**src/rtl/i2cm_pkg.sv**
```systemverilog
`timescale 1ns / 1ps

package i2cm_pkg;

    localparam int BITS_PER_BYTE = 8;

    // Command codes carried in the operation field.
    localparam logic [2:0] OP_TICK      = 3'd0;
    localparam logic [2:0] OP_START     = 3'd1;
    localparam logic [2:0] OP_STOP      = 3'd2;
    localparam logic [2:0] OP_WRITE     = 3'd3;
    localparam logic [2:0] OP_WAITACK   = 3'd4;
    localparam logic [2:0] OP_READ_ACK  = 3'd5;
    localparam logic [2:0] OP_READ_NACK = 3'd6;

    // Sequence phases within a command.
    localparam logic [2:0] PH_FIRST    = 3'd0;
    localparam logic [2:0] PH_LOW      = 3'd1;
    localparam logic [2:0] PH_HIGH     = 3'd2;
    localparam logic [2:0] PH_TAIL     = 3'd3;
    localparam logic [2:0] PH_ACK_HIGH = 3'd4;

    // Configuration register indexes.
    localparam logic [1:0] REG_DELAY_TICKS    = 2'd0;
    localparam logic [1:0] REG_ACK_POLL_LIMIT = 2'd1;

    localparam logic [15:0] DELAY_TICKS_RESET    = 16'd125;
    localparam logic [7:0]  ACK_POLL_LIMIT_RESET = 8'd255;

    typedef struct packed {
        logic [15:0] delay_ticks;
        logic [7:0]  ack_poll_limit;
    } cfg_t;

    typedef struct packed {
        logic [2:0]  active_command;
        logic [2:0]  phase;
        logic [3:0]  bit_count;
        logic [7:0]  shift_byte;
        logic [15:0] delay_count;
        logic [7:0]  poll_count;
        logic        scl;
        logic        drive;
        logic        sda;
        logic        ack_flag;
        logic [7:0]  read_latch;
    } seq_state_t;

endpackage

```
**src/rtl/i2cm_cmd_if.sv**
```systemverilog
`timescale 1ns / 1ps

interface i2cm_cmd_if;
    logic       valid;
    logic       ready;
    logic [2:0] operation;
    logic [7:0] write_data;
    logic       sda_in;

    modport source (output valid, output operation, output write_data, output sda_in,
                    input ready);
    modport sink (input valid, input operation, input write_data, input sda_in,
                  output ready);
endinterface

```
**src/rtl/i2cm_res_if.sv**
```systemverilog
`timescale 1ns / 1ps

interface i2cm_res_if;
    logic       valid;
    logic       ready;
    logic       scl_level;
    logic       sda_drive;
    logic       sda_level;
    logic       busy_res;
    logic       done_res;
    logic [7:0] read_data;
    logic       ack_ok;
    logic       rejected;

    modport source (output valid, output scl_level, output sda_drive, output sda_level,
                    output busy_res, output done_res, output read_data, output ack_ok,
                    output rejected, input ready);
    modport sink (input valid, input scl_level, input sda_drive, input sda_level,
                  input busy_res, input done_res, input read_data, input ack_ok,
                  input rejected, output ready);
endinterface

```
**src/rtl/i2cm_cfg_if.sv**
```systemverilog
`timescale 1ns / 1ps

interface i2cm_cfg_if;
    logic        valid;
    logic        ready;
    logic [1:0]  index;
    logic [15:0] data;

    modport source (output valid, output index, output data, input ready);
    modport sink (input valid, input index, input data, output ready);
endinterface

```
**src/rtl/i2cm_cfg_regs.sv**
```systemverilog
`timescale 1ns / 1ps

module i2cm_cfg_regs
    import i2cm_pkg::*;
(
    input  logic         clk,
    input  logic         rst_n,
    i2cm_cfg_if.sink     cfg,
    output cfg_t         cfg_values
);

    logic [15:0] delay_ticks_reg;
    logic [7:0]  ack_poll_limit_reg;

    assign cfg.ready = 1'b1;

    always_ff @(posedge clk or negedge rst_n)
    begin
        if (!rst_n)
        begin
            delay_ticks_reg    <= DELAY_TICKS_RESET;
            ack_poll_limit_reg <= ACK_POLL_LIMIT_RESET;
        end
        else if (cfg.valid)
        begin
            case (cfg.index)
                REG_DELAY_TICKS:    delay_ticks_reg <= cfg.data;
                REG_ACK_POLL_LIMIT: ack_poll_limit_reg <= cfg.data[7:0];
                default:            ;
            endcase
        end
    end

    assign cfg_values.delay_ticks    = delay_ticks_reg;
    assign cfg_values.ack_poll_limit = ack_poll_limit_reg;

endmodule

```
**src/rtl/i2cm_step.sv**
```systemverilog
`timescale 1ns / 1ps

module i2cm_step
    import i2cm_pkg::*;
(
    input  seq_state_t  cur,
    input  cfg_t        cfg_values,
    input  logic [2:0]  operation,
    input  logic [7:0]  write_data,
    input  logic        sda_in,
    output seq_state_t  nxt,
    output logic        done,
    output logic        rejected
);

    logic [15:0] load_ticks;
    logic [7:0]  poll_limit;
    logic [7:0]  poll_inc;
    logic [3:0]  bit_inc;

    assign load_ticks = (cfg_values.delay_ticks == 16'd0) ? 16'd1 : cfg_values.delay_ticks;
    assign poll_limit = (cfg_values.ack_poll_limit == 8'd0) ? 8'd1
                                                            : cfg_values.ack_poll_limit;
    assign poll_inc   = cur.poll_count + 8'd1;
    assign bit_inc    = cur.bit_count + 4'd1;

    always_comb
    begin
        nxt      = cur;
        done     = 1'b0;
        rejected = 1'b0;

        if (cur.active_command == OP_TICK)
        begin
            if (operation >= OP_START && operation <= OP_READ_NACK)
            begin
                nxt.bit_count   = 4'd0;
                nxt.poll_count  = 8'd0;
                nxt.delay_count = load_ticks;
                nxt.phase       = PH_FIRST;
                nxt.active_command = operation;
                case (operation)
                    OP_START:
                    begin
                        nxt.scl   = 1'b1;
                        nxt.drive = 1'b1;
                        nxt.sda   = 1'b1;
                    end
                    OP_STOP:
                    begin
                        nxt.scl   = 1'b0;
                        nxt.drive = 1'b1;
                        nxt.sda   = 1'b0;
                    end
                    OP_WRITE:
                    begin
                        nxt.shift_byte = write_data;
                        nxt.scl        = 1'b0;
                        nxt.drive      = 1'b1;
                        nxt.sda        = write_data[7];
                        nxt.phase      = PH_LOW;
                    end
                    OP_WAITACK:
                    begin
                        nxt.ack_flag = 1'b0;
                        nxt.drive    = 1'b0;
                        nxt.sda      = 1'b1;
                    end
                    default:
                    begin
                        nxt.shift_byte = 8'd0;
                        nxt.scl        = 1'b0;
                        nxt.drive      = 1'b0;
                        nxt.phase      = PH_LOW;
                    end
                endcase
            end
        end
        else
        begin
            rejected = (operation != OP_TICK);

            if (cur.active_command == OP_WAITACK && cur.phase == PH_HIGH)
            begin
                // Polling SDA once per tick while SCL is high.
                if (!sda_in)
                begin
                    nxt.ack_flag       = 1'b1;
                    nxt.sda            = 1'b0;
                    nxt.active_command = OP_TICK;
                    nxt.phase          = PH_FIRST;
                    done               = 1'b1;
                end
                else
                begin
                    nxt.poll_count = poll_inc;
                    if (poll_inc >= poll_limit)
                    begin
                        nxt.ack_flag       = 1'b0;
                        nxt.active_command = OP_STOP;
                        nxt.scl            = 1'b0;
                        nxt.drive          = 1'b1;
                        nxt.sda            = 1'b0;
                        nxt.delay_count    = load_ticks;
                        nxt.phase          = PH_FIRST;
                    end
                end
            end
            else if (cur.delay_count > 16'd1)
            begin
                nxt.delay_count = cur.delay_count - 16'd1;
            end
            else
            begin
                nxt.delay_count = 16'd0;
                case (cur.active_command)
                    OP_START:
                    begin
                        if (cur.phase == PH_FIRST)
                        begin
                            nxt.sda         = 1'b0;
                            nxt.delay_count = load_ticks;
                            nxt.phase       = PH_LOW;
                        end
                        else
                        begin
                            nxt.scl            = 1'b0;
                            nxt.active_command = OP_TICK;
                            nxt.phase          = PH_FIRST;
                            done               = 1'b1;
                        end
                    end
                    OP_STOP:
                    begin
                        if (cur.phase == PH_FIRST)
                        begin
                            nxt.scl         = 1'b1;
                            nxt.delay_count = load_ticks;
                            nxt.phase       = PH_LOW;
                        end
                        else
                        begin
                            nxt.sda            = 1'b1;
                            nxt.active_command = OP_TICK;
                            nxt.phase          = PH_FIRST;
                            done               = 1'b1;
                        end
                    end
                    OP_WAITACK:
                    begin
                        nxt.scl        = 1'b1;
                        nxt.poll_count = 8'd0;
                        nxt.phase      = PH_HIGH;
                    end
                    OP_WRITE:
                    begin
                        if (cur.phase == PH_LOW)
                        begin
                            nxt.shift_byte  = {cur.shift_byte[6:0], 1'b0};
                            nxt.scl         = 1'b1;
                            nxt.delay_count = load_ticks;
                            nxt.phase       = PH_HIGH;
                        end
                        else if (cur.phase == PH_HIGH)
                        begin
                            nxt.scl         = 1'b0;
                            nxt.delay_count = load_ticks;
                            nxt.phase       = PH_TAIL;
                        end
                        else
                        begin
                            nxt.bit_count = bit_inc;
                            if (bit_inc >= 4'(BITS_PER_BYTE))
                            begin
                                nxt.active_command = OP_TICK;
                                nxt.phase          = PH_FIRST;
                                done               = 1'b1;
                            end
                            else
                            begin
                                nxt.sda         = cur.shift_byte[7];
                                nxt.delay_count = load_ticks;
                                nxt.phase       = PH_LOW;
                            end
                        end
                    end
                    default:
                    begin
                        // Read with ACK or NACK: sample on the rising SCL edge.
                        if (cur.phase == PH_LOW)
                        begin
                            nxt.scl         = 1'b1;
                            nxt.shift_byte  = {cur.shift_byte[6:0], sda_in};
                            nxt.delay_count = load_ticks;
                            nxt.phase       = PH_HIGH;
                        end
                        else if (cur.phase == PH_HIGH)
                        begin
                            nxt.bit_count   = bit_inc;
                            nxt.delay_count = load_ticks;
                            if (bit_inc < 4'(BITS_PER_BYTE))
                            begin
                                nxt.scl   = 1'b0;
                                nxt.phase = PH_LOW;
                            end
                            else
                            begin
                                nxt.read_latch = cur.shift_byte;
                                nxt.scl        = 1'b0;
                                nxt.drive      = 1'b1;
                                nxt.sda        = (cur.active_command == OP_READ_ACK) ? 1'b0
                                                                                      : 1'b1;
                                nxt.phase      = PH_TAIL;
                            end
                        end
                        else if (cur.phase == PH_TAIL)
                        begin
                            nxt.scl         = 1'b1;
                            nxt.delay_count = load_ticks;
                            nxt.phase       = PH_ACK_HIGH;
                        end
                        else
                        begin
                            nxt.scl            = 1'b0;
                            nxt.active_command = OP_TICK;
                            nxt.phase          = PH_FIRST;
                            done               = 1'b1;
                        end
                    end
                endcase
            end
        end
    end

endmodule

```
**src/rtl/i2c_master_bit_sequencer_core.sv**
```systemverilog
`timescale 1ns / 1ps

// Channel | Role   | Payload
// cmd     | sink   | operation[2:0], write_data[7:0], sda_in
// res     | source | scl_level, sda_drive, sda_level, busy_res, done_res,
//         |        | read_data[7:0], ack_ok, rejected
// cfg     | sink   | index[1:0], data[15:0] (0: delay_ticks, 1: ack_poll_limit)
//
// Every command transaction yields exactly one result transaction: the item is held in
// the input register, then passes through the step logic into the result register.
// One transaction per cycle is sustained unless res stalls. The sequencer state updates
// when an item leaves the input register, so back-to-back items chain correctly.
// A stalled result holds the input register; cmd.ready drops only when both are full.
// Reset brings the sequencer idle with SCL high and SDA driven high; cfg is always ready.

module i2c_master_bit_sequencer_core
    import i2cm_pkg::*;
(
    input  logic       clk,
    input  logic       rst_n,
    i2cm_cmd_if.sink   cmd,
    i2cm_res_if.source res,
    i2cm_cfg_if.sink   cfg
);

    cfg_t        cfg_values;

    logic        in_valid_reg;
    logic [2:0]  in_operation_reg;
    logic [7:0]  in_write_data_reg;
    logic        in_sda_reg;

    seq_state_t  state_reg;
    seq_state_t  state_next;
    logic        step_done;
    logic        step_rejected;

    logic        out_valid_reg;
    logic        out_busy_reg;
    logic        out_done_reg;
    logic        out_rejected_reg;

    logic        out_free;
    logic        advance;

    i2cm_cfg_regs u_cfg_regs (
        .clk        (clk),
        .rst_n      (rst_n),
        .cfg        (cfg),
        .cfg_values (cfg_values)
    );

    i2cm_step u_step (
        .cur        (state_reg),
        .cfg_values (cfg_values),
        .operation  (in_operation_reg),
        .write_data (in_write_data_reg),
        .sda_in     (in_sda_reg),
        .nxt        (state_next),
        .done       (step_done),
        .rejected   (step_rejected)
    );

    assign out_free  = !out_valid_reg || res.ready;
    assign advance   = in_valid_reg && out_free;
    assign cmd.ready = !in_valid_reg || out_free;

    always_ff @(posedge clk or negedge rst_n)
    begin
        if (!rst_n)
        begin
            in_valid_reg <= 1'b0;
        end
        else if (cmd.ready)
        begin
            in_valid_reg <= cmd.valid;
        end
    end

    always_ff @(posedge clk)
    begin
        if (cmd.ready && cmd.valid)
        begin
            in_operation_reg  <= cmd.operation;
            in_write_data_reg <= cmd.write_data;
            in_sda_reg        <= cmd.sda_in;
        end
    end

    always_ff @(posedge clk or negedge rst_n)
    begin
        if (!rst_n)
        begin
            state_reg <= '{active_command: OP_TICK, phase: PH_FIRST, bit_count: 4'd0,
                           shift_byte: 8'd0, delay_count: 16'd0, poll_count: 8'd0,
                           scl: 1'b1, drive: 1'b1, sda: 1'b1, ack_flag: 1'b0,
                           read_latch: 8'd0};
            out_valid_reg <= 1'b0;
        end
        else
        begin
            if (advance)
            begin
                state_reg <= state_next;
            end
            if (out_free)
            begin
                out_valid_reg <= in_valid_reg;
            end
        end
    end

    always_ff @(posedge clk)
    begin
        if (advance)
        begin
            out_busy_reg     <= (state_next.active_command != OP_TICK);
            out_done_reg     <= step_done;
            out_rejected_reg <= step_rejected;
        end
    end

    // Pin, data and ACK fields come straight from the committed sequencer state.
    assign res.valid     = out_valid_reg;
    assign res.scl_level = state_reg.scl;
    assign res.sda_drive = state_reg.drive;
    assign res.sda_level = state_reg.sda;
    assign res.busy_res  = out_busy_reg;
    assign res.done_res  = out_done_reg;
    assign res.read_data = state_reg.read_latch;
    assign res.ack_ok    = state_reg.ack_flag;
    assign res.rejected  = out_rejected_reg;

endmodule
```
**src/flat_wrapper.sv**
```systemverilog
// flat-port wrapper written by rule: the top's interface ports become plain ports
module i2c_master_bit_sequencer_core_flat import i2cm_pkg::*;
  (clk, rst_n, cmd_valid, cmd_operation, cmd_write_data, cmd_sda_in, cmd_ready, res_valid, res_scl_level, res_sda_drive, res_sda_level, res_busy_res, res_done_res, res_read_data, res_ack_ok, res_rejected, res_ready, cfg_valid, cfg_index, cfg_data, cfg_ready);
  i2cm_cmd_if cmd_i ();
  i2cm_res_if res_i ();
  i2cm_cfg_if cfg_i ();
  input  logic clk;
  input  logic rst_n;
  input wire logic [$bits(cmd_i.valid)-1:0] cmd_valid;
  input wire logic [$bits(cmd_i.operation)-1:0] cmd_operation;
  input wire logic [$bits(cmd_i.write_data)-1:0] cmd_write_data;
  input wire logic [$bits(cmd_i.sda_in)-1:0] cmd_sda_in;
  output wire logic [$bits(cmd_i.ready)-1:0] cmd_ready;
  output wire logic [$bits(res_i.valid)-1:0] res_valid;
  output wire logic [$bits(res_i.scl_level)-1:0] res_scl_level;
  output wire logic [$bits(res_i.sda_drive)-1:0] res_sda_drive;
  output wire logic [$bits(res_i.sda_level)-1:0] res_sda_level;
  output wire logic [$bits(res_i.busy_res)-1:0] res_busy_res;
  output wire logic [$bits(res_i.done_res)-1:0] res_done_res;
  output wire logic [$bits(res_i.read_data)-1:0] res_read_data;
  output wire logic [$bits(res_i.ack_ok)-1:0] res_ack_ok;
  output wire logic [$bits(res_i.rejected)-1:0] res_rejected;
  input wire logic [$bits(res_i.ready)-1:0] res_ready;
  input wire logic [$bits(cfg_i.valid)-1:0] cfg_valid;
  input wire logic [$bits(cfg_i.index)-1:0] cfg_index;
  input wire logic [$bits(cfg_i.data)-1:0] cfg_data;
  output wire logic [$bits(cfg_i.ready)-1:0] cfg_ready;
  assign cmd_i.valid = cmd_valid;
  assign cmd_i.operation = cmd_operation;
  assign cmd_i.write_data = cmd_write_data;
  assign cmd_i.sda_in = cmd_sda_in;
  assign cmd_ready = cmd_i.ready;
  assign res_valid = res_i.valid;
  assign res_scl_level = res_i.scl_level;
  assign res_sda_drive = res_i.sda_drive;
  assign res_sda_level = res_i.sda_level;
  assign res_busy_res = res_i.busy_res;
  assign res_done_res = res_i.done_res;
  assign res_read_data = res_i.read_data;
  assign res_ack_ok = res_i.ack_ok;
  assign res_rejected = res_i.rejected;
  assign res_i.ready = res_ready;
  assign cfg_i.valid = cfg_valid;
  assign cfg_i.index = cfg_index;
  assign cfg_i.data = cfg_data;
  assign cfg_ready = cfg_i.ready;
  i2c_master_bit_sequencer_core u_core (.clk(clk), .rst_n(rst_n), .cmd(cmd_i), .res(res_i), .cfg(cfg_i));
endmodule
```
**config.mk**
```make
export PLATFORM = sky130hd
export DESIGN_NAME = i2c_master_bit_sequencer_core_flat
export DESIGN_NICKNAME = d
export VERILOG_FILES = /design/src/rtl/i2cm_pkg.sv /design/src/rtl/i2cm_cmd_if.sv /design/src/rtl/i2cm_res_if.sv /design/src/rtl/i2cm_cfg_if.sv /design/src/rtl/i2cm_cfg_regs.sv /design/src/rtl/i2cm_step.sv /design/src/rtl/i2c_master_bit_sequencer_core.sv /design/src/flat_wrapper.sv
export SDC_FILE = /design/constraint.sdc
export NUM_CORES = 1
export LEC_CHECK = 0
export BUFFER_PORTS_ARGS = -buffer_cell sky130_fd_sc_hd__buf_2
export CAP_MARGIN = 25
export CORE_AREA = 4 4 107 98
export CTS_CLUSTER_DIAMETER = 200
export DETAILED_ROUTE_END_ITERATION = 7
export DIE_AREA = 0 0 111 102
export PLACE_DENSITY = 0.86
export SKIP_LAST_GASP = 1
export SYNTH_ARGS = -nofsm -noshare
export SYNTH_HDL_FRONTEND = slang
export SYNTH_SLANG_ARGS = --single-unit
```
**constraint.sdc**
```tcl
create_clock -name clk -period 3 [get_ports clk]
set_clock_uncertainty 0.05 [all_clocks]
set_input_delay 0.3 -clock clk [delete_from_list [all_inputs] [get_ports clk]]
set_output_delay 0.3 -clock clk [all_outputs]
set_load 0.005 [all_outputs]
```
## Word level (Yosys, flattened, before mapping)

Index checks and enable logic that the tools add are counted.

| word-level totals | value |
|---|---|
| word-level logic and storage cells | 203 |
| output and inout bits | 18 |
| register bits | 95 |
| bits of input ports | 35 |

| cells by class | value |
|---|---|
| order comparisons | 6 |
| muxes and demuxes | 86 |
| bitwise operators | 6 |
| $add $sub $neg | 3 |
| equal/unequal tests | 42 |
| reduce and logical (&&, ||, !) cells | 39 |

Operator list:

| cell | count |
|---|---|
| 16-bit 2-to-1 mux | 10 |
| 46-bit 2-to-1 mux | 2 |
| 16-bit one-hot mux with 3 select lines | 1 |
| 8-bit 2-to-1 mux | 4 |
| 4-bit inequality test (second input constant) | 8 |
| 1-bit 2-to-1 mux | 30 |
| 3-bit 2-to-1 mux | 10 |
| 27-bit 2-to-1 mux | 1 |
| 26-bit 2-to-1 mux | 1 |
| 12-bit one-hot mux with 2 select lines | 1 |
| 4-bit 2-to-1 mux | 5 |
| 3-bit by 2-bit equality test with 1-bit output (second input constant) | 6 |
| 18-bit 2-to-1 mux | 1 |
| 6-bit 2-to-1 mux | 3 |
| 3-bit one-hot mux with 3 select lines | 2 |
| 9-bit AND reduction | 2 |
| 16-bit by 1-bit greater-than comparator with 1-bit output (second input constant) | 1 |
| 16-bit logical NOT | 1 |
| 8-bit one-hot mux with 2 select lines | 1 |
| 8-bit AND reduction | 2 |
| 16-bit by 1-bit subtractor with 16-bit output (second input constant) | 1 |
| 3-bit inequality test (second input constant) | 5 |
| 3-bit nonzero test | 5 |
| 2-bit 2-to-1 mux | 7 |
| other kinds (40) | 72 |

## Depth between registers and ports, before layout

| depth | value |
|---|---|
| depth in word-level cells | 10 |
| depth in mapped cells | 12 |
| mapped depth without buffers | 11 |

## Hierarchy

From an unflattened synthesis, not the netlist that was laid out.

| unflattened totals | value |
|---|---|
| cell total of the unflattened synthesis | 638 |
| area, all modules | 6508.7 µm² |

By module, submodules not included:

| module | sequential area each (µm²) | instances | cells an instance | area each (µm²) |
|---|---|---|---|---|
| i2c_master_bit_sequencer_core | 1855.5 | 1 | 146 | 2825.2 |
| i2cm_step | 0.0 | 1 | 439 | 2746.4 |
| i2cm_cfg_regs | 618.1 | 1 | 53 | 937.1 |

## Worst setup path after synthesis

Ideal clock, no wire load.

| timing path | value |
|---|---|
| path type | register to register |
| start point | reg u_core.state_reg[12] in the netlist's numbering |
| end point | reg u_core.state_reg (netlist bit u_core.res.scl_level) |
| data arrival time | 2.608 ns |
| required time | 2.865 ns |
| buffers on the path | 1 |
| cell stages (with the launch flop) | 13 |
| setup time | 0.085 ns |
| clock period less this slack | 2.742 ns |
| path slack | 0.258 ns |
| path through | dfrtp_1 > ha_1 > nand3_1 > nor2_1 > xor2_1 > ha_1 > a211oi_1 > nand3_1 > a21oi_1 > a21o_2 > buf_2 > nand3b_1 > mux2_1 |

| on the way | value |
|---|---|
| cells in the longest elaborated chain, start to end | 4 |

RTL lines:

| element | RTL line | source |
|---|---|---|
| start: declaration | i2c_master_bit_sequencer_core.sv:33 | `seq_state_t state_reg;` |
| start signal: assignment | i2c_master_bit_sequencer_core.sv:94 | `state_reg <= '{active_command: OP_TICK, phase: PH_FIRST, bit_count: 4'd0,` |
| start signal: assignment | i2c_master_bit_sequencer_core.sv:104 | `state_reg <= state_next;` |
| 8-bit by 1-bit adder with 8-bit output | i2cm_step.sv:24 | `assign poll_inc = cur.poll_count + 8'd1;` |
| 8-bit >= comparator | i2cm_step.sv:97 | `if (poll_inc >= poll_limit)` |
| 3-bit by 2-bit inequality test with 1-bit output (no source line) | -- |  |
| 9-bit AND reduction (no source line) | -- |  |

No other way between the ends.
A chain may end at the register's enable or synchronous reset.

## Worst setup path in the final report

| timing path | value |
|---|---|
| start point | reg u_core.state_reg[12] in the netlist's numbering |
| end point | reg u_core.state_reg (netlist bit u_core.res.sda_drive) |

Same word-level chain as after synthesis.

==> results.toml <==
[yosys]
synth_largest_area_cell = "dfrtp_1"
yosysMostFrequentCell = "dfrtp_1"
synth_compound_area_share_pct = 18.1
yosysUniqueCellTypes = 73
synth.avg_cell_area_um2 = 10.0
netlist_instances = 550
async_flop_share_pct = 84.2
synth_xor_area_share_pct = 1.91
muxShareOfSynthArea_pct = 9.17
syn_area_mm2 = 0.00551
synth_adder_area_share_pct = 2.91
synth_top_family_by_area = "simple AND/OR/NAND/NOR gates"
synthSimpleGateAreaFrac_pct = 18.2
ys.flop_type = "dfrtp_1"
synth_edf_count = 15
synth_area_leaders = "dfrtp_1, edfxtp_1, dfstp_2, mux2_2, mux2_1"
yosys_warnings = 0
synth_seq_area_share_pct = 44.9
synth_commonest_cells = "dfrtp_1, nand2_1, nor2_1"
synth_seq_cells = 95
synth_fp_nets = 597
synth_top_area_share_pct = 28.6

[clock_tree]
tritoncts = "built"
clk_pin_slew_ns = 0.10
clockBufferDepth = 2
cts_buffers = 9
clk_latency_ns = 0.36
htreeDepth = 3
clockRootBuffer = "clkbuf_8"
cts.sink_count = 95

[finish]
nets = 651
syn2layout_area_growth_pct = 11.6
num-fill-cells = 773
final_util_pct = 64.8
multi_input_area_mm2 = 0.00279
drive_above_1_share_pct = 25.6
n_antenna_cell = 0
seqCellArea_mm2 = 0.00247
largest_reg_flops = 42

[worst_setup_path]
rr_startpoint = "u_core.state_reg[12]"
critical_path.cell_chain = "and3_1 > nand3_1 > nor2_1 > xor2_1 > ha_1 > o21ai_0 > a221o_1 > a21o_2 > buf_4 > nor4bb_2 > mux2_1"
reg2regPathDepth = 11
r2r_end = "u_core.res.sda_drive"
cp_slowest_cell = "dfrtp_1"
worstPathMaxFanout = 6
start_kind = "flop"
crit_path_end = "u_core.res.sda_drive"
cp.arrival_ns = 3.09
r2r_slack_ns = 0.14
crit_type = "reg -> reg"
cp.required_ns = 3.24
slowest_delay_ns = 0.44
cp-end-kind = "flop"
startpoint = "u_core.state_reg[12]"

[timing]
maxSlewViolCount = 0
finalSetupViolCount = 0
maxSlewHeadroom_pct = 50.9
finalHoldViolCount = 0
layout_min_cycle_time_ns = 2.86
hold_ws_ns = 0.0572
fmax_mhz = 350
setup_tns_ns = 0
worst_slew_pin_slew_ns = 0.735
period_share_pct = 95.2
rsz0062_at_grt = "no"

[grt]
grt_max_degree = 81
grtUsageTotal_pct = 24.7
busiest_layer = "met2"
grt_pass1_wl_um = 22600
first_global_vias = 4522
antenna_found_initial = 0
grt_use_met1_pct = 33.7
met3_usage_pct = 4.32
gr-total-overflow = 0
met2_usage_pct = 40.7

[power]
power.density_mw_per_mm2 = 705
vdd_drop_max_mv = 0.377
leakage_uw = 0.00262
total_power_uw = 4330

[route]
vias = 4679
postRouteAntennaNets = 0
viasPerCell = 6.37
wirelength_um = 13700
drcViolationCount = 0
drt_iter0_drc = 369
post_drt_wl_per_cell_um = 18.7
dr.pass1.iters = 7

[place]
portBuffers = 51
finalWeightedCongestion = 0.935
post-dp-hpwl_um = 10100

[run]
maxCapViolCount = 0

[floorplanning]
die_w_um = 111
core-area_mm2 = 0.00949
dieArea_mm2 = 0.0113
start_util_pct = 58.1
io_pins = 53
die_height_um = 102
rows = 34

[worst_hold_path]
hold_class = "in -> reg"

[outcome]
outcome = "finished clean"
==> power by group <==
group	switching, uW	leakage [uW]	internal [uW]	total [uW]
clock	468	0.0000879	308	775
sequential	320	0.00111	1580	1900
combinational	934	0.00142	727	1660
==> routing by layer <==
metal	vias up	routed length, um	share of wire, %
li1	2141	-	-
met5	-	0	0
met2	232	6610	48
met3	37	1120	8.2
met1	2269	5650	41
met4	0	341	2.5
==> cells in the final DEF, fill, tap and decap left out, types with 20 or more instances in the layout <==
cell type and n:
buf_2 50, nand2_1 53, buf_4 28, o21ai_0 25, mux2_2 24, a21oi_1 29, nor2_1 31, mux2_1 20
dfrtp_1 63
==> how the worst min path moves through the flow <==
stage | from | to | cells past startpoint
2_1_floorplan | rst_n | u_core.in_valid_reg | 0
3_3_place_gp | u_core.res.read_data[1] | u_core.res.read_data[1] | 1
3_5_place_dp | cmd_operation[1] | u_core.in_operation_reg[1] | 1
4_1_cts | cmd_write_data[2] | u_core.in_write_data_reg[2] | 1
5_1_grt | cmd_write_data[4] | u_core.in_write_data_reg[4] | 1
6_report | cmd_write_data[4] | u_core.in_write_data_reg[4] | 1
==> critical path: cells and delay by family (launching register included) <==
family          cells  cell delay (ns)
compound gates      3             0.64
xor+xnor            1             0.23
fa+ha+maj           1             0.23
buf+inv             1             0.13
flops               1             0.44
mux                 1             0.35
simple gates        4             0.71
==> cell type report <==
cell class              count  share of cell area [%]
multi-input cells         402                    45.4
repair buffers             80                    8.10
well taps                 126                    2.56
flip-flops and latches     95                    40.2
inverters                  16                   0.977
clock buffers              10                    2.08
clock inverters             6                   0.692
==> cells by family (layout without fill, tap and decap cells) <==
family / Yosys count / count (layout)
compound gates: 146 / 146
fa+ha+maj: 13 / 13
xor+xnor: 12 / 12
flops: 95 / 95
mux: 45 / 45
other cells: 1 / 1
simple gates: 185 / 185
buf+inv: 53 / 112
==> stage by stage <==
| stage | std cells | cell area (um2) | setup slack (ns) |
|---|---|---|---|
| after floorplan | 550 | 5510 | 0.258 |
| after global placement | 716 | 5920 | 0.220 |
| after detailed placement | 716 | 5920 | 0.116 |
| after CTS | 732 | 6090 | 0.0890 |
| after global routing | 735 | 6150 | 0.00395 |
| final | 735 | 6150 | 0.143 |
==> repair_timing <==
item                       4_1_cts  5_1_grt
gates resized for setup          0        3
hold buffers                     0        1
setup endpoints to repair        0       19
hold endpoints to repair         0        7
buffers inserted                 0        1
(Power assumes the default switching activity.)
